### src/sv/qit_pkg.sv
package qit_pkg;

  // Command codes of an input item
  localparam logic [1:0] CMD_STORE  = 2'd0;
  localparam logic [1:0] CMD_ACK    = 2'd1;
  localparam logic [1:0] CMD_PUBREC = 2'd2;
  localparam logic [1:0] CMD_TICK   = 2'd3;

  // Result status codes
  localparam logic [2:0] ST_STORED      = 3'd0;
  localparam logic [2:0] ST_FULL        = 3'd1;
  localparam logic [2:0] ST_ACKED       = 3'd2;
  localparam logic [2:0] ST_UNKNOWN     = 3'd3;
  localparam logic [2:0] ST_SEND_REL    = 3'd4;
  localparam logic [2:0] ST_REC_NOMATCH = 3'd5;
  localparam logic [2:0] ST_RESEND_PUB  = 3'd6;
  localparam logic [2:0] ST_RESEND_REL  = 3'd7;

  localparam logic [31:0] RETRY_RESET = 32'd5000;
  localparam logic [1:0]  QOS_TWO     = 2'd2;

  // Controller to datapath
  typedef struct packed {
    logic start;      // latch item, restart the scan
    logic adv;        // issue next table read, move it into evaluation
    logic commit;     // apply the table update of the evaluated slot
    logic emit_hit;   // load output with the match result
    logic emit_miss;  // load output with the no-match result
    logic emit_held;  // load output with the held retransmit
    logic held_last;  // last flag for the held retransmit
    logic load_held;  // capture the evaluated retransmit into the hold register
  } qit_cmd_t;

  // Datapath to controller
  typedef struct packed {
    logic ev_v;
    logic ev_hit;
    logic ev_last;
    logic is_tick;
    logic out_free;
    logic held_v;
  } qit_sts_t;

endpackage

### src/sv/qit_in_if.sv
interface qit_in_if;
  logic        valid;
  logic        ready;
  logic [1:0]  command;
  logic [15:0] msg_id;
  logic [1:0]  qos_level;
  logic [31:0] now_ms;

  modport source (output valid, command, msg_id, qos_level, now_ms, input ready);
  modport sink   (input valid, command, msg_id, qos_level, now_ms, output ready);
endinterface

### src/sv/qit_out_if.sv
interface qit_out_if;
  logic        valid;
  logic        ready;
  logic [2:0]  status;
  logic [3:0]  slot;
  logic [15:0] entry_msg_id;
  logic        last;

  modport source (output valid, status, slot, entry_msg_id, last, input ready);
  modport sink   (input valid, status, slot, entry_msg_id, last, output ready);
endinterface

### src/sv/qit_ctrl.sv
module qit_ctrl (
  input  logic              clk,
  input  logic              rst_n,
  input  logic              in_valid,
  output logic              in_ready,
  input  qit_pkg::qit_sts_t sts,
  output qit_pkg::qit_cmd_t cmd
);
  import qit_pkg::*;

  localparam logic [1:0] S_IDLE  = 2'd0;
  localparam logic [1:0] S_SCAN  = 2'd1;
  localparam logic [1:0] S_FLUSH = 2'd2;

  logic [1:0] state_r, state_nxt;

  assign in_ready = (state_r == S_IDLE);

  always_comb begin
    state_nxt = state_r;
    cmd       = '0;
    unique case (state_r)
      S_IDLE: begin
        if (in_valid) begin
          cmd.start = 1'b1;
          state_nxt = S_SCAN;
        end
      end
      S_SCAN: begin
        if (!sts.ev_v) begin
          cmd.adv = 1'b1;
        end else if (!sts.is_tick) begin
          if (sts.ev_hit) begin
            if (sts.out_free) begin
              cmd.emit_hit = 1'b1;
              cmd.commit   = 1'b1;
              state_nxt    = S_IDLE;
            end
          end else if (sts.ev_last) begin
            if (sts.out_free) begin
              cmd.emit_miss = 1'b1;
              state_nxt     = S_IDLE;
            end
          end else begin
            cmd.adv = 1'b1;
          end
        end else if (sts.ev_hit) begin
          // push the older retransmit out before holding this one
          if (!sts.held_v || sts.out_free) begin
            cmd.commit    = 1'b1;
            cmd.load_held = 1'b1;
            cmd.emit_held = sts.held_v;
            if (sts.ev_last) begin
              state_nxt = S_FLUSH;
            end else begin
              cmd.adv = 1'b1;
            end
          end
        end else if (sts.ev_last) begin
          state_nxt = S_FLUSH;
        end else begin
          cmd.adv = 1'b1;
        end
      end
      S_FLUSH: begin
        if (!sts.held_v) begin
          state_nxt = S_IDLE;
        end else if (sts.out_free) begin
          cmd.emit_held = 1'b1;
          cmd.held_last = 1'b1;
          state_nxt     = S_IDLE;
        end
      end
      default: begin
        state_nxt = S_IDLE;
      end
    endcase
  end

  always_ff @(posedge clk) begin
    if (!rst_n) begin
      state_r <= S_IDLE;
    end else begin
      state_r <= state_nxt;
    end
  end

  a_emit_room: assert property (@(posedge clk) disable iff (!rst_n)
    (cmd.emit_hit || cmd.emit_miss || cmd.emit_held) |-> sts.out_free)
    else $error("result emitted while output register is occupied");

  a_one_emit: assert property (@(posedge clk) disable iff (!rst_n)
    $onehot0({cmd.emit_hit, cmd.emit_miss, cmd.emit_held}))
    else $error("more than one result source in one cycle");

  a_commit_hit: assert property (@(posedge clk) disable iff (!rst_n)
    cmd.commit |-> (sts.ev_v && sts.ev_hit))
    else $error("table update without a matching evaluated slot");

endmodule

### src/sv/qit_dp.sv
module qit_dp #(
  parameter int SLOTS = 16
) (
  input  logic              clk,
  input  logic              rst_n,
  input  logic              cfg_we,
  input  logic [31:0]       cfg_wdata,
  input  logic [1:0]        in_command,
  input  logic [15:0]       in_msg_id,
  input  logic [1:0]        in_qos_level,
  input  logic [31:0]       in_now_ms,
  output logic              out_valid,
  input  logic              out_ready,
  output logic [2:0]        out_status,
  output logic [3:0]        out_slot,
  output logic [15:0]       out_entry_msg_id,
  output logic              out_last,
  input  qit_pkg::qit_cmd_t cmd,
  output qit_pkg::qit_sts_t sts
);
  import qit_pkg::*;

  localparam int IW = (SLOTS > 1) ? $clog2(SLOTS) : 1;
  localparam logic [IW-1:0] LAST_IDX = IW'(SLOTS - 1);

  logic [31:0] interval_r;

  logic [1:0]  cmd_r;
  logic [15:0] id_r;
  logic        qos2_r;
  logic [31:0] now_r;

  logic [SLOTS-1:0] valid_r;
  logic [15:0] mem_id   [SLOTS];
  logic        mem_q2   [SLOTS];
  logic        mem_wait [SLOTS];
  logic [31:0] mem_time [SLOTS];

  logic [IW-1:0] rd_idx_r;
  logic [IW-1:0] ev_idx_r;
  logic          ev_v_r;
  logic [15:0]   rid_r;
  logic          rq2_r;
  logic          rwait_r;
  logic [31:0]   rtime_r;

  logic          held_v_r;
  logic [2:0]    held_status_r;
  logic [3:0]    held_slot_r;
  logic [15:0]   held_id_r;

  logic          o_v_r;
  logic [2:0]    o_status_r;
  logic [3:0]    o_slot_r;
  logic [15:0]   o_id_r;
  logic          o_last_r;

  logic          ev_valid;
  logic          ev_hit;
  logic          id_eq;
  logic          due;
  logic [31:0]   age;
  logic [2:0]    hit_status;
  logic [2:0]    miss_status;
  logic [3:0]    ev_slot;
  logic          out_free;

  assign ev_valid = valid_r[ev_idx_r];
  assign id_eq    = (rid_r == id_r);
  assign age      = now_r - rtime_r;
  assign due      = (age >= interval_r);
  assign ev_slot  = 4'(ev_idx_r);
  assign out_free = !o_v_r || out_ready;

  always_comb begin
    unique case (cmd_r)
      CMD_STORE: begin
        ev_hit      = !ev_valid;
        hit_status  = ST_STORED;
        miss_status = ST_FULL;
      end
      CMD_ACK: begin
        ev_hit      = ev_valid && id_eq;
        hit_status  = ST_ACKED;
        miss_status = ST_UNKNOWN;
      end
      CMD_PUBREC: begin
        ev_hit      = ev_valid && id_eq && rq2_r && !rwait_r;
        hit_status  = ST_SEND_REL;
        miss_status = ST_REC_NOMATCH;
      end
      CMD_TICK: begin
        ev_hit      = ev_valid && due;
        hit_status  = (rq2_r && rwait_r) ? ST_RESEND_REL : ST_RESEND_PUB;
        miss_status = ST_RESEND_PUB;
      end
      default: begin
        ev_hit      = 1'b0;
        hit_status  = ST_STORED;
        miss_status = ST_FULL;
      end
    endcase
  end

  assign sts.ev_v     = ev_v_r;
  assign sts.ev_hit   = ev_hit;
  assign sts.ev_last  = (ev_idx_r == LAST_IDX);
  assign sts.is_tick  = (cmd_r == CMD_TICK);
  assign sts.out_free = out_free;
  assign sts.held_v   = held_v_r;

  always_ff @(posedge clk) begin
    if (!rst_n) begin
      interval_r <= RETRY_RESET;
    end else if (cfg_we) begin
      interval_r <= cfg_wdata;
    end
  end

  always_ff @(posedge clk) begin
    if (cmd.start) begin
      cmd_r  <= in_command;
      id_r   <= in_msg_id;
      qos2_r <= (in_qos_level == QOS_TWO);
      now_r  <= in_now_ms;
    end
  end

  // scan pipeline: read slot into registers, then evaluate the registered copy
  always_ff @(posedge clk) begin
    if (!rst_n) begin
      ev_v_r   <= 1'b0;
      rd_idx_r <= '0;
      ev_idx_r <= '0;
    end else if (cmd.start) begin
      ev_v_r   <= 1'b0;
      rd_idx_r <= '0;
    end else if (cmd.adv) begin
      ev_v_r   <= 1'b1;
      ev_idx_r <= rd_idx_r;
      rd_idx_r <= (rd_idx_r == LAST_IDX) ? '0 : rd_idx_r + 1'b1;
    end
  end

  always_ff @(posedge clk) begin
    if (cmd.adv) begin
      rid_r   <= mem_id[rd_idx_r];
      rq2_r   <= mem_q2[rd_idx_r];
      rwait_r <= mem_wait[rd_idx_r];
      rtime_r <= mem_time[rd_idx_r];
    end
  end

  always_ff @(posedge clk) begin
    if (cmd.commit) begin
      unique case (cmd_r)
        CMD_STORE: begin
          mem_id[ev_idx_r]   <= id_r;
          mem_q2[ev_idx_r]   <= qos2_r;
          mem_wait[ev_idx_r] <= 1'b0;
          mem_time[ev_idx_r] <= now_r;
        end
        CMD_PUBREC: begin
          mem_wait[ev_idx_r] <= 1'b1;
          mem_time[ev_idx_r] <= now_r;
        end
        CMD_TICK: begin
          mem_time[ev_idx_r] <= now_r;
        end
        default: begin
        end
      endcase
    end
  end

  always_ff @(posedge clk) begin
    if (!rst_n) begin
      valid_r <= '0;
    end else if (cmd.commit && (cmd_r == CMD_STORE)) begin
      valid_r[ev_idx_r] <= 1'b1;
    end else if (cmd.commit && (cmd_r == CMD_ACK)) begin
      valid_r[ev_idx_r] <= 1'b0;
    end
  end

  always_ff @(posedge clk) begin
    if (!rst_n) begin
      held_v_r <= 1'b0;
    end else if (cmd.start) begin
      held_v_r <= 1'b0;
    end else if (cmd.load_held) begin
      held_v_r <= 1'b1;
    end else if (cmd.emit_held && cmd.held_last) begin
      held_v_r <= 1'b0;
    end
  end

  always_ff @(posedge clk) begin
    if (cmd.load_held) begin
      held_status_r <= hit_status;
      held_slot_r   <= ev_slot;
      held_id_r     <= rid_r;
    end
  end

  always_ff @(posedge clk) begin
    if (!rst_n) begin
      o_v_r <= 1'b0;
    end else if (cmd.emit_hit || cmd.emit_miss || cmd.emit_held) begin
      o_v_r <= 1'b1;
    end else if (out_ready) begin
      o_v_r <= 1'b0;
    end
  end

  always_ff @(posedge clk) begin
    if (cmd.emit_held) begin
      o_status_r <= held_status_r;
      o_slot_r   <= held_slot_r;
      o_id_r     <= held_id_r;
      o_last_r   <= cmd.held_last;
    end else if (cmd.emit_hit) begin
      o_status_r <= hit_status;
      o_slot_r   <= ev_slot;
      o_id_r     <= id_r;
      o_last_r   <= 1'b1;
    end else if (cmd.emit_miss) begin
      o_status_r <= miss_status;
      o_slot_r   <= 4'd0;
      o_id_r     <= id_r;
      o_last_r   <= 1'b1;
    end
  end

  assign out_valid        = o_v_r;
  assign out_status       = o_status_r;
  assign out_slot         = o_slot_r;
  assign out_entry_msg_id = o_id_r;
  assign out_last         = o_last_r;

  a_store_sets: assert property (@(posedge clk) disable iff (!rst_n)
    (cmd.commit && (cmd_r == CMD_STORE)) |=> valid_r[$past(ev_idx_r)])
    else $error("stored slot not marked valid");

  a_ack_clears: assert property (@(posedge clk) disable iff (!rst_n)
    (cmd.commit && (cmd_r == CMD_ACK)) |=> !valid_r[$past(ev_idx_r)])
    else $error("acked slot still valid");

  a_emit_shows: assert property (@(posedge clk) disable iff (!rst_n)
    (cmd.emit_hit || cmd.emit_miss || cmd.emit_held) |=> o_v_r)
    else $error("emitted result not presented");

endmodule

### src/sv/qos_inflight_retransmit_table.sv
// Channel  | Dir | Payload                                  | Handshake
// in_ch    | in  | command, msg_id, qos_level, now_ms       | valid/ready
// out_ch   | out | status, slot, entry_msg_id, last         | valid/ready
// cfg      | in  | retry_interval_ms (cfg_wdata)            | cfg_we strobe
//
// Every item scans the slot table one slot per cycle through a registered read,
// unless a stalled output holds the scan; a tick releases its final retransmit
// in a flush step after the scan.
// Synchronous active-low reset clears the valid bits and the control; no
// clearing pass is needed, so items are taken from the first cycle after reset.
// A stalled output holds the scan when a result must be placed; a new item is
// accepted while the last result of the previous one still waits.
module qos_inflight_retransmit_table #(
  parameter int SLOTS = 16
) (
  input  logic        clk,
  input  logic        rst_n,
  input  logic        cfg_we,
  input  logic [31:0] cfg_wdata,
  qit_in_if.sink      in_ch,
  qit_out_if.source   out_ch
);
  import qit_pkg::*;

  qit_cmd_t cmd;
  qit_sts_t sts;
  logic     in_ready;

  assign in_ch.ready = in_ready;

  // Sequence the scan: start, advance, commit, and place results.
  qit_ctrl u_ctrl (
    .clk      (clk),
    .rst_n    (rst_n),
    .in_valid (in_ch.valid),
    .in_ready (in_ready),
    .sts      (sts),
    .cmd      (cmd)
  );

  // Hold the slot table, the match logic and the output register.
  qit_dp #(
    .SLOTS (SLOTS)
  ) u_dp (
    .clk              (clk),
    .rst_n            (rst_n),
    .cfg_we           (cfg_we),
    .cfg_wdata        (cfg_wdata),
    .in_command       (in_ch.command),
    .in_msg_id        (in_ch.msg_id),
    .in_qos_level     (in_ch.qos_level),
    .in_now_ms        (in_ch.now_ms),
    .out_valid        (out_ch.valid),
    .out_ready        (out_ch.ready),
    .out_status       (out_ch.status),
    .out_slot         (out_ch.slot),
    .out_entry_msg_id (out_ch.entry_msg_id),
    .out_last         (out_ch.last),
    .cmd              (cmd),
    .sts              (sts)
  );

endmodule
### src/flat_wrapper.sv
// flat-port wrapper written by rule: the top's interface ports become plain ports
module qos_inflight_retransmit_table_flat import qit_pkg::*;
#(
  parameter int SLOTS = 16
)
  (clk, rst_n, cfg_we, cfg_wdata, in_ch_valid, in_ch_command, in_ch_msg_id, in_ch_qos_level, in_ch_now_ms, in_ch_ready, out_ch_valid, out_ch_status, out_ch_slot, out_ch_entry_msg_id, out_ch_last, out_ch_ready);
  qit_in_if in_ch_i ();
  qit_out_if out_ch_i ();
  input  logic clk;
  input  logic rst_n;
  input  logic cfg_we;
  input  logic [31:0] cfg_wdata;
  input wire logic [$bits(in_ch_i.valid)-1:0] in_ch_valid;
  input wire logic [$bits(in_ch_i.command)-1:0] in_ch_command;
  input wire logic [$bits(in_ch_i.msg_id)-1:0] in_ch_msg_id;
  input wire logic [$bits(in_ch_i.qos_level)-1:0] in_ch_qos_level;
  input wire logic [$bits(in_ch_i.now_ms)-1:0] in_ch_now_ms;
  output wire logic [$bits(in_ch_i.ready)-1:0] in_ch_ready;
  output wire logic [$bits(out_ch_i.valid)-1:0] out_ch_valid;
  output wire logic [$bits(out_ch_i.status)-1:0] out_ch_status;
  output wire logic [$bits(out_ch_i.slot)-1:0] out_ch_slot;
  output wire logic [$bits(out_ch_i.entry_msg_id)-1:0] out_ch_entry_msg_id;
  output wire logic [$bits(out_ch_i.last)-1:0] out_ch_last;
  input wire logic [$bits(out_ch_i.ready)-1:0] out_ch_ready;
  assign in_ch_i.valid = in_ch_valid;
  assign in_ch_i.command = in_ch_command;
  assign in_ch_i.msg_id = in_ch_msg_id;
  assign in_ch_i.qos_level = in_ch_qos_level;
  assign in_ch_i.now_ms = in_ch_now_ms;
  assign in_ch_ready = in_ch_i.ready;
  assign out_ch_valid = out_ch_i.valid;
  assign out_ch_status = out_ch_i.status;
  assign out_ch_slot = out_ch_i.slot;
  assign out_ch_entry_msg_id = out_ch_i.entry_msg_id;
  assign out_ch_last = out_ch_i.last;
  assign out_ch_i.ready = out_ch_ready;
  qos_inflight_retransmit_table #(.SLOTS(SLOTS)) u_core (.clk(clk), .rst_n(rst_n), .cfg_we(cfg_we), .cfg_wdata(cfg_wdata), .in_ch(in_ch_i), .out_ch(out_ch_i));
endmodule
### config.mk
export PLATFORM = sky130hd
export DESIGN_NAME = qos_inflight_retransmit_table_flat
export DESIGN_NICKNAME = d
export VERILOG_FILES = /design/src/sv/qit_pkg.sv /design/src/sv/qit_in_if.sv /design/src/sv/qit_out_if.sv /design/src/sv/qit_ctrl.sv /design/src/sv/qit_dp.sv /design/src/sv/qos_inflight_retransmit_table.sv /design/src/flat_wrapper.sv
export SDC_FILE = /design/constraint.sdc
export NUM_CORES = 1
export LEC_CHECK = 0
export BUFFER_PORTS_ARGS = -buffer_cell sky130_fd_sc_hd__buf_2
export CAP_MARGIN = 20
export CORE_UTILIZATION = 30
export DETAILED_ROUTE_END_ITERATION = 16
export PLACE_DENSITY = 0.53
export SLEW_MARGIN = 5
export SYNTH_ARGS = -nofsm -noshare
export SYNTH_HDL_FRONTEND = slang
export SYNTH_SLANG_ARGS = --single-unit
### constraint.sdc
create_clock -name clk -period 18.2 [get_ports clk]
set_input_delay 3.64 -clock clk [delete_from_list [all_inputs] [get_ports clk]]
set_output_delay 3.64 -clock clk [all_outputs]
set_load 0.05 [all_outputs]
* Word level (Yosys, flattened, before mapping)
Memory sizes are Yosys's and may differ from the RTL's. A register that Yosys moved wholly into a read port is not among the register bits.
Index checks and enable logic that the tools add are counted.
** Word-level totals
- Output and inout bits :: 26
- Logic and storage cells :: 153
- Bits in writable memories :: 800
- Memories :: 4
- Register bits after elaboration :: 159
** Operators by class
- Add/sub/neg operators :: 2
- Order comparisons :: 3
- Muxes and demuxes :: 78
- Bitwise gates (word level) :: 8
- Equal/unequal tests :: 13
- Reduce and logical (&&, ||, !) cells :: 26
** Memories
- u_core.u_dp.mem_time :: depth 16, width 32, read ports 1, clocked after memory_dff 1, write ports 1, line qit_dp.sv:37 : logic [31:0] mem_time [SLOTS];
- u_core.u_dp.mem_id :: depth 16, width 16, read ports 1, clocked after memory_dff 1, write ports 1, line qit_dp.sv:34 : logic [15:0] mem_id [SLOTS];
- u_core.u_dp.mem_q2 :: depth 16, width 1, read ports 1, clocked after memory_dff 1, write ports 1, line qit_dp.sv:35 : logic mem_q2 [SLOTS];
- u_core.u_dp.mem_wait :: depth 16, width 1, read ports 1, clocked after memory_dff 1, write ports 1, line qit_dp.sv:36 : logic mem_wait [SLOTS];
** Operator list (count)
- $mux W16 :: 5
- $mux W32 :: 2
- $mux W1 :: 39
- $ge A32 B32 Y1 :: 1
- $mux W2 :: 16
- $sub A32 B32 Y32 :: 1
- $mux W4 :: 6
- $pmux W3 S4 :: 2
- $and A16 B16 Y16 :: 1
- $eq A16 B16 Y1 :: 1
- $not A16 Y16 :: 1
- $or A16 B16 Y16 :: 1
- $logic_and A1 B1 Y1 :: 9
- $mux W3 :: 3
- $eq A2 B2 Y1 const B :: 4
- $eq A4 B4 Y1 const B :: 2
- $pmux W2 S3 :: 1
- $reduce_bool A2 Y1 :: 3
- $lt A4 B5 Y1 const B :: 1
- $add A4 B1 Y4 const B :: 1
- $bmux W1 S4 :: 1
- $demux W1 S4 :: 1
- $eq A2 B1 Y1 const B :: 2
- $ge A4 B1 Y1 const B :: 1
- 14 further kinds :: 25

* Logic depth before layout (Yosys ltp)
Gate-level depths: netlist of the first run.
- Depth in word-level cells :: 14
- Mapped depth :: 23
- Mapped depth without buffers :: 21

* Modules after synthesis
From an unflattened synthesis of the first run, not the netlist that was laid out.
** Unflattened totals
- Cells, all modules :: 2034
- Area total of the unflattened synthesis :: 40402.5 um2
** Modules (own cells, without submodules)
- qit_dp :: cells an instance 1996, sequential area each 29648.4 um2, area each 40080.9 um2, times used 1
- qit_ctrl :: cells an instance 38, sequential area each 40.0 um2, area each 321.6 um2, times used 1

* Worst setup path before layout of the first run
No wires, ideal clock.
- Path type :: register to register
- Start :: reg u_core.u_dp.now_r[0]
- End :: mem u_core.u_dp.mem_time[6][0] (enable)
- Clock period less this slack :: 8.033 ns
- Path slack :: 10.167 ns
- Cell stages (with the launch flop) :: 23
- Arrival :: 7.612 ns
- Path through :: edfxtp_1 > inv_1 > ha_1 > inv_1 > fa_1 > a211oi_1 > o21ai_0 > nand3_1 > a21oi_1 > a2111oi_0 > o21bai_1 > a21oi_1 > xnor2_1 > ha_1 > nand4_1 > nor4_1 > a221oi_1 > nand2_1 > a311oi_1 > a211oi_1 > nor3_2 > buf_2 > nor2_1
** Between the ends
- Word-level cells in the longest chain between the ends :: 12
** RTL lines
- start, declared :: line qit_dp.sv:31 : logic [31:0] now_r;
- start signal, assigned :: line qit_dp.sv:125 : now_r <= in_now_ms;
- $sub A32 B32 Y32 (*) :: line qit_dp.sv:70 : assign age = now_r - rtime_r;
- $ge A32 B32 Y1 (*) :: line qit_dp.sv:71 : assign due = (age >= interval_r);
- $logic_and A1 B1 Y1 (*) :: line qit_dp.sv:93 : ev_hit = ev_valid && due;
- $pmux W1 S4 (*) :: line qit_dp.sv:76 : unique case (cmd_r)
- $mux W2 or $mux W1 (tied branches) :: line qit_ctrl.sv:33, qit_ctrl.sv:47
- $mux W2 (*) :: line qit_ctrl.sv:32 : end else if (!sts.is_tick) begin
- $mux W4 (*) :: line qit_ctrl.sv:30 : if (!sts.ev_v) begin
- $mux W4 (*) :: line qit_ctrl.sv:22 : unique case (state_r)
- $mux W1 :: line qit_dp.sv:155 : if (cmd.commit) begin
- $mux W1, on equally long branches :: line qit_dp.sv:161, qit_dp.sv:165
- $or A1 B1 Y1 (no line)
- $or A1 B1 Y1 (no line) (*)
- end, declared :: line qit_dp.sv:37
Mark *: on every way between the ends. The rest lies on a longest branch, timed or not.

* Worst setup path after layout of the first run
- Start :: reg u_core.u_dp.now_r[1]
- End :: mem u_core.u_dp.mem_time[1][31] (enable)
Same word-level chain as after synthesis.

==> impl.org, run 1 <==
** Run status
- Result of the run :: finished, final reports clean

** Flow run
- # Max-Cap Violations :: 0

** Clocking
- Root Buffer :: clkbuf_16
- The clock tree synthesis step divided the H-tree into 3 levels.
- Clock tree from TritonCTS :: yes
- Maximum buffer depth of the clock tree :: 3
- For this design, the CTS-stage hold fixing added 0 buffers.
- The number of gates resized after CTS was 0.
- Buffers inserted by post-CTS timing repair :: 0
- Buffers inserted during clock tree synthesis total roughly 100.
- Clock Pin Slew Worst Setup and Hold Paths :: approximately 0.060 ns
- Clk Latency, worst-skew pair :: about 0.71 ns
- Number of sinks on the clock net :: 1,009

** Setup path
- Number of buffers and inverters on the critical path :: 3
- The kind of cell with the highest combined delay along the critical path is compound AO/OA/AOI/OAI gates.
- In this design, the stage delay of the slowest critical-path cell is around 0.96 ns.
- Kind of critical path :: reg -> reg
- The slowest stage of the critical path is the a2111oi_0 cell.
- At the worst endpoint, the arrival time is slightly below 8 ns.
- Element type at the critical path end :: flop
- In this design, the critical path's most frequently occurring cell is buf_4.
- Crit path cell chain :: ha_1 -> nor2b_1 -> o31a_1 -> o2111ai_1 -> nand3_1 -> a2111oi_0 -> o21bai_1 -> a21oi_1 -> xnor2_1 -> ha_1 -> nand4_1 -> nor4_1 -> a221oi_1 -> nand2_1 -> a311oi_1 -> a211oi_4 -> buf_4 -> nor3_4 -> buf_4 -> nor2_4 -> buf_4
- Maximum fanout along the worst path :: 24
- Startpoint types :: flop
- Worst EP required :: about 19 ns

** Synth
- Most common library cells after synthesis :: 948 x edfxtp_1, 251 x mux4_2, 99 x nor2_1, 89 x nand2_1, 87 x inv_1
- Yosys mapped the design onto just under 70 distinct sky130hd cell types.
- YS warnings :: 0
- Most area-consuming cells after synthesis :: edfxtp_1 70%, mux4_2 14%, dfxtp_1 3.0%
- Post-synth EDFFs :: between 900 and 1,000
- Of the post-synthesis cell area, the part taken by muxes is 0.158.
- The share of synthesized area in the top cell type comes to 0.705.
- Arithmetic-cell share of the synthesized area counting full adders, half adders and majority gates :: 0.0216
- Post-synthesis cell type with the largest combined area :: edfxtp_1
- Most repeated cell in the gate-level netlist after synthesis :: edfxtp_1
- Dominant combinational cell family by area after synthesis :: multiplexers
- The mapped netlist covers just over 40,000 um^2.
- Net Count, Synth :: 2,212
- After synthesis, the mean cell area works out to roughly 20 um^2.
- Async set-or-reset flop fraction in the synthesized netlist :: 0
- For this run, the register share of the synthesized area comes to 0.735.
- The most used flip-flop cell after synthesis is edfxtp_1.
- In the synthesized netlist, the number of instances is between 2,000 and 2,500.
- Number of register bits inferred by synthesis :: roughly 1,000
- Area fraction in and, or, nand and nor cells after synthesis :: 0.0315
- The compound-cell area share of the yosys netlist is 0.0273.
- Of the total synthesized cell area, the portion taken by XOR and XNOR cells is 0.00889.

** Timing
- Worst-margin pin slew :: 1.12 ns
- Setup violations remaining at the end of the flow were counted as 0.
- The number of max-slew violations in the final report came to 0.
- Slew headroom :: 0.254
- Dividing the final minimum period by the clock period gives 0.413.
- Final hold violations :: 0
- On the final layout, the worst hold slack is ~0.46 ns.
- Setup tns final :: 0 ns
- Setup repair after global routing left no endpoint under its margin.
- Max Clock Skew :: between 0.03 and 0.04 ns
- The worst path meets setup with between 10 and 15 ns of slack.
- The worst path needs 7.52 ns of the cycle, external delays included.
- Based on the critical path, the design can be clocked at up to 0.133 GHz.

** Finish
- # fillers :: ~12,000
- Compared with the post-synthesis result, the final layout area differs by 16.1%.
- 0 antenna diodes ended up in the layout.
- In the final layout, the share of cells above drive strength 1 is 0.272.
- The sequential cells in the finished layout cover a total of 29,700 um^2.
- Nets :: approximately 2,400
- In the final layout, the multi-input gates occupy slightly above 10,000 um^2.

** Global route
- For this run the aggregate overflow at the end of global routing stands at 0.
- Vias in the first global route :: 20,800
- Pin count of the biggest net entering global routing :: 113
- Wire length of the first global-routing pass :: 144 mm
- The initial antenna violation count was 4.
- All-layer global routing usage :: 0.146

** Route
- DRT met1 WL :: ~44 mm
- Routed length on met3 :: 5.07 mm
- After detailed routing, the average wire length per cell comes to between 20 and 25 um.
- The first routing iteration left roughly 1,800 violations.
- Summing over every cut layer, the via total after detailed routing is between 20,000 and 25,000.
- After detailed routing, the total wire length is about 99 mm.
- Highest metal layer with signal wires :: met4
- For this run, design rule violations remaining after detail routing come to 0.
- Number of nets still failing antenna checks after routing :: 0
- Met2 Wirelength :: between 40 and 50 mm
- Vias per cell :: 4.89
- Count of TritonRoute iterations in the first routing pass :: 5

** Power and ir drop
- Leakage power total :: ~15 nW
- Power per unit of standard cell area :: approximately 130 nW/um^2
- IR Drop Worst-Case VDD :: 0.0818 mV

** Place
- Final weighted congestion of routability-driven global placement :: about 0.84
- Detail Placement HPWL :: roughly 57 mm
- Worst slack after detailed placement :: between 10 and 15 ns
- Buffers placed on the I/O ports in this run total about 110.

** Floorplanning
- Area enclosed by the die boundary :: about 140,000 um^2
- Width of the die :: 369 um
- The total area inside the core boundary comes to ~130,000 um^2.
- Standard-cell row count :: approximately 130
- Top-Level Pins :: approximately 120
- Die Y-Extent :: roughly 370 um
- The initial utilization of the core area, before any placement, comes to 0.303.

** Min path
- Worst Hold Class :: reg -> reg
==> worst register-to-register path: stages (launching register included) <==
cell	delay [ns]
edfxtp_1	0.72
ha_1	0.34
nor2b_1	0.14
o31a_1	0.30
o2111ai_1	0.31
nand3_1	0.33
a2111oi_0	0.96
o21bai_1	0.16
a21oi_1	0.26
xnor2_1	0.10
ha_1	0.30
nand4_1	0.14
nor4_1	0.57
a221oi_1	0.20
nand2_1	0.11
a311oi_1	0.13
a211oi_4	0.27
buf_4	0.40
nor3_4	0.08
buf_4	0.29
nor2_4	0.55
buf_4	0.46
==> power breakdown <==
part | internal (mW) | total [mW] | switching [mW]
Sequential | 2.71 | 2.82 | 0.106
Combinational | 0.528 | 1.22 | 0.693
Clock | 1.22 | 2.14 | 0.919
==> metrics by stage <==
step	instance area, um^2	std cells	util	power [mW]
5_1_grt	46900	4095	0.351	6.45
3_5_place_dp	43400	3897	0.325	4.09
3_3_place_gp	43400	3897	0.325	4.06
2_1_floorplan	40400	2054	-	3.68
6_report	46900	4095	0.351	6.18
4_1_cts	46800	4093	0.351	6.24
==> cells by family after synthesis <==
| kind of cell | after synthesis |
|---|---|
| AO/OA/AOI/OAI | 171 |
| multiplexers | 312 |
| adder cells (fa/ha/maj) | 69 |
| buffers and inverters | 172 |
| XOR/XNOR | 41 |
| AND/OR/NAND/NOR | 280 |
| flip-flops | 1009 |
==> flip-flops by register name (all words and copies together), names as in the netlist, 32 cells and up, named ones only <==
register / cells
u_core.u_dp.mem_id: 256
u_core.u_dp.mem_time: 512
u_core.u_dp.interval_r: 32
u_core.u_dp.rtime_r: 32
u_core.u_dp.now_r: 32
==> final cells by class <==
type / instances / share of cell area
Clock buffer: 126 / 0.0582
Tap cell: 1768 / 0.0472
Multi-Input combinational cell: 873 / 0.218
Clock inverter: 70 / 0.0151
Timing Repair Buffer: 160 / 0.0207
Inverter: 89 / 0.00718
Sequential cell: 1009 / 0.634
==> path summary, 6_finish.rpt <==
check | startpoint | slack [ns] | depth (start not counted) | to
max | u_core.u_dp.now_r[1]$_DFFE_PP_ | 10.68 | 21 | u_core.u_dp.mem_time[1][31]$_DFFE_PP_
min | flop | 0.46 | 1 | flop
max reg2reg | u_core.u_dp.now_r[1]$_DFFE_PP_ | 10.68 | 21 | u_core.u_dp.mem_time[1][31]$_DFFE_PP_
min reg2reg | flop | 0.46 | 1 | flop
==> cells in the final DEF, fill, tap and decap left out, types with 58 or more instances in the layout <==
cell type	netlist	final
nand2_1	89	89
edfxtp_1	948	948
ha_1	68	68
buf_2	4	114
nor2_1	99	72
mux4_2	251	251
dfxtp_1	61	58
clkbuf_16	0	106
a21oi_1	61	61
inv_1	87	86
==> layer usage <==
layer	global-route usage	vias up
met1	0.201	10600
li1	-	8690
met5	0	-
met3	0.0219	142
met2	0.237	625
met4	0.0424	0
Note: power is estimated with default switching activity, not from simulation.
==> inputs of run 2 (changes only) <==
clock period = 7.56 ns   (was 18.2 ns; I/O delays follow)
==> run 2 against run 1 <==
Net effect: largest cell class unchanged; critical path depth is 2 higher; critical path type unchanged; utilization barely moved; clock skew is essentially flat; global-route usage fell by 0.15 points.
==> impl.org, run 2 (synthesis gave the netlist of run 1 again) <==
** Clocking
- The worst-skew pair later-pin latency came to 0.71 ns (about the same).
- The post-CTS setup-driven buffer insertion count is 0 (unchanged).
- Maximum buffer depth of the clock tree :: 3 (unchanged)
- The number of buffers inserted by hold repair at cts came to 0 (unchanged).
- Clock Pin Slew Worst Setup and Hold Paths :: 0.06 ns (about the same)
- The depth of the CTS H-tree is 3 (unchanged).
- The number of clock sinks seen by CTS is 1,009 (unchanged).
- The clock tree from TritonCTS was yes (unchanged).
- Number of buffers inserted during clock tree synthesis :: 101 (was 104)
- The quantity of gates resized following cts was 0 (unchanged).
- The clock tree root driver cell was clkbuf_16 (unchanged).

** Timing
- The accumulated negative setup slack came to 0 ns (unchanged).
- The total setup violations reported at the end of the flow is 0 (unchanged).
- The number of hold-slack violations in the final timing report came to 0 (unchanged).
- The number of max-slew violations in the final report was 0 (unchanged).
- Post-route fraction of the period consumed by the critical path :: 0.921 (was 0.413)
- Worst-margin pin slew :: 1.07 ns (was 1.12 ns)
- Top achievable clock speed :: 0.144 GHz (was 0.133 GHz)
- Unrepaired setup endpoints after global routing :: false (unchanged)
- Max Clock Skew :: 0.0304 ns (was 0.0309 ns)
- The remaining max-slew budget at the tightest pin was 0.290 (was 0.254).
- The least setup slack across all paths after layout is 0.596 ns (was 10.68 ns).
- Final critical-path required period :: 6.96 ns (was 7.52 ns)

** Finish
- Area delta synth->final :: 16.0% (was 16.1%)
- Leading registers by flop count :: u_core.u_dp.mem_time: 512 flops, u_core.u_dp.mem_id: 256 flops (unchanged)
- Number of flip-flops in the largest register :: 512 (unchanged)
- Non-filler cells in the finished layout :: 4,094 (was 4,095)
- The total inserted antenna cells was 0 (unchanged).
- Top library cells by usage in the layout, fill and taps aside :: 948 x edfxtp_1, 251 x mux4_2, 114 x buf_2, 101 x clkbuf_16, 89 x nand2_1 (was 948 x edfxtp_1, 251 x mux4_2, 114 x buf_2, 106 x clkbuf_16, 89 x nand2_1)
- Most common cell after layout, fill and taps aside :: edfxtp_1 (unchanged)
- The share of layout cells above drive strength 1 was 0.272 (about the same).
- The register name with the most flops is u_core.u_dp.mem_time (unchanged).
- Nets :: 2,402 (was 2,395)

** Global route
- The largest net degree at the start of global routing was 157 (was 113).
- The first-pass GRT wire length was 142 mm (was 144 mm).
- All-layer global routing usage :: 0.144 (was 0.146)
- Vias in the first global route :: 20,500 (was 20,800)
- Antenna violations before repair :: 6 (was 4)
- The total congestion overflow after global routing is 0 (unchanged).

** Place
- The count of buffers inserted at the top-level ports is 114 (unchanged).
- Detail Placement HPWL :: 58.1 mm (was 56.9 mm)
- The pre-CTS setup slack came to 0.754 ns (was 10.64 ns).
- The placed instance count came to 3,907 (was 3,897).
- The final weighted congestion of routability-driven global placement came to 0.805 (was 0.845).

** Setup path
- Crit path cell chain :: inv_1 -> ha_1 -> inv_1 -> fa_1 -> a211oi_1 -> o21ai_0 -> nand3_1 -> a21oi_1 -> a21boi_0 -> o221ai_1 -> a21oi_1 -> xnor2_1 -> ha_1 -> nand2_1 -> nor4_1 -> a221oi_1 -> nand2_1 -> a311oi_1 -> a211oi_4 -> nor3_4 -> buf_4 -> nor2_4 -> buf_4 (was ha_1 -> nor2b_1 -> o31a_1 -> o2111ai_1 -> nand3_1 -> a2111oi_0 -> o21bai_1 -> a21oi_1 -> xnor2_1 -> ha_1 -> nand4_1 -> nor4_1 -> a221oi_1 -> nand2_1 -> a311oi_1 -> a211oi_4 -> buf_4 -> nor3_4 -> buf_4 -> nor2_4 -> buf_4)
- The critical path arrival came to 7.32 ns (was 7.86 ns).
- Maximum fanout along the worst path :: 17 (was 24)
- The critical path startpoint category was a flop (unchanged).
- Element type at the critical path end :: flop (unchanged)
- Slowest cell on crit path :: nor2_4 (was a2111oi_0)
- The class of the most critical setup path was reg -> reg (unchanged).
- Delay of the slowest cell on the worst path :: 0.66 ns (was 0.96 ns)
- Worst EP required :: 7.92 ns (was 18.54 ns)

** Min path
- Worst Hold Class :: reg -> reg (unchanged)

** Floorplanning
- The boundary pin count is 115 (unchanged).
- Standard-cell row count :: 134 (unchanged)
- The x dimension of the die came to 369 um (unchanged).
- The die height was 369 um (unchanged).
- Initial core utilization :: 0.303 (unchanged)
- Area enclosed by the die boundary :: 136,000 um^2 (unchanged)
- The core outline area came to 133,000 um^2 (unchanged).

** Power and ir drop
- Power per unit of standard cell area :: 314 nW/um^2 (was 132 nW/um^2)
- The leakage power figure came to 15.0 nW (about the same).
- IR Drop Worst-Case VDD :: 0.182 mV (was 0.0818 mV)

** Route
- The final wirelength was 98.6 mm (was 99.3 mm).
- The post-detailed-route DRC marker count is 0 (unchanged).
- Total vias in the final route :: 19,900 (was 20,000)
- The DRC marker count from the first detailed-route iteration came to 1,851 (was 1,812).
- The detailed-route vias per instance is 4.86 (was 4.89).
- The first-pass iteration count of the detailed router is 5 (unchanged).
- Number of nets still failing antenna checks after routing :: 0 (unchanged)
- The average routed wire per standard cell was 24.1 um (was 24.2 um).

** Flow run
- The count of maximum capacitance violations was 0 (unchanged).

** Run status
- Result of the run :: finished, final reports clean (unchanged)
==> run 2: power breakdown <==
part / internal (mW) / leakage, nW / switching (mW)
logic: 1.29 / 4.34 / 1.67
clock network: 2.79 / 1.57 / 2.16
registers: 6.52 / 9.13 / 0.282
total: 10.6 / 15.0 / 4.12
==> run 2: final cells by class <==
class / count / area (um^2)
inverter: 89 / 337
clock buffer: 122 / 2620
tap: 1768 / 2210
multi-input combinational: 873 / 10200
sequential: 1009 / 29700
timing repair buffer: 170 / 1130
clock inverter: 63 / 621
fill: 12500 / 86600
==> run 2: path summary, 6_finish.rpt <==
| check | startpoint | to | slack [ns] | depth (start not counted) |
|---|---|---|---|---|
| max | u_core.u_dp.now_r[0]$_DFFE_PP_ | u_core.u_dp.mem_time[4][9]$_DFFE_PP_ | 0.60 | 23 |
| max reg2reg | u_core.u_dp.now_r[0]$_DFFE_PP_ | u_core.u_dp.mem_time[4][9]$_DFFE_PP_ | 0.60 | 23 |
| min | flop | flop | 0.47 | 1 |
| min reg2reg | flop | flop | 0.47 | 1 |
==> run 2: through the flow <==
| stage | util | total power [mW] | hold slack (ns) | instance area [um^2] |
|---|---|---|---|---|
| after floorplan | - | 8.86 | 0.406 | 40400 |
| after detailed placement | 0.326 | 9.88 | 0.445 | 43600 |
| after global placement | 0.326 | 9.83 | 0.442 | 43600 |
| after global routing | 0.351 | 15.3 | 0.477 | 46800 |
| final | 0.351 | 14.7 | 0.470 | 46800 |
| after CTS | 0.351 | 14.9 | 0.464 | 46800 |
==> run 2: layer usage <==
metal,part of all wire,GRT usage
met3,0.055,0.0237
met5,0.00013,0
met1,0.44,0.197
met4,0.019,0.0418
met2,0.49,0.237
==> run 2: critical path: cells and delay by family, from the launching register on <==
family                   cells  cell delay (ns)
flip-flops                   1             0.61
AND/OR/NAND/NOR              6             1.47
XOR/XNOR                     1             0.18
adder cells (fa/ha/maj)      3             0.75
buffers and inverters        4             0.83
AO/OA/AOI/OAI                9             2.77
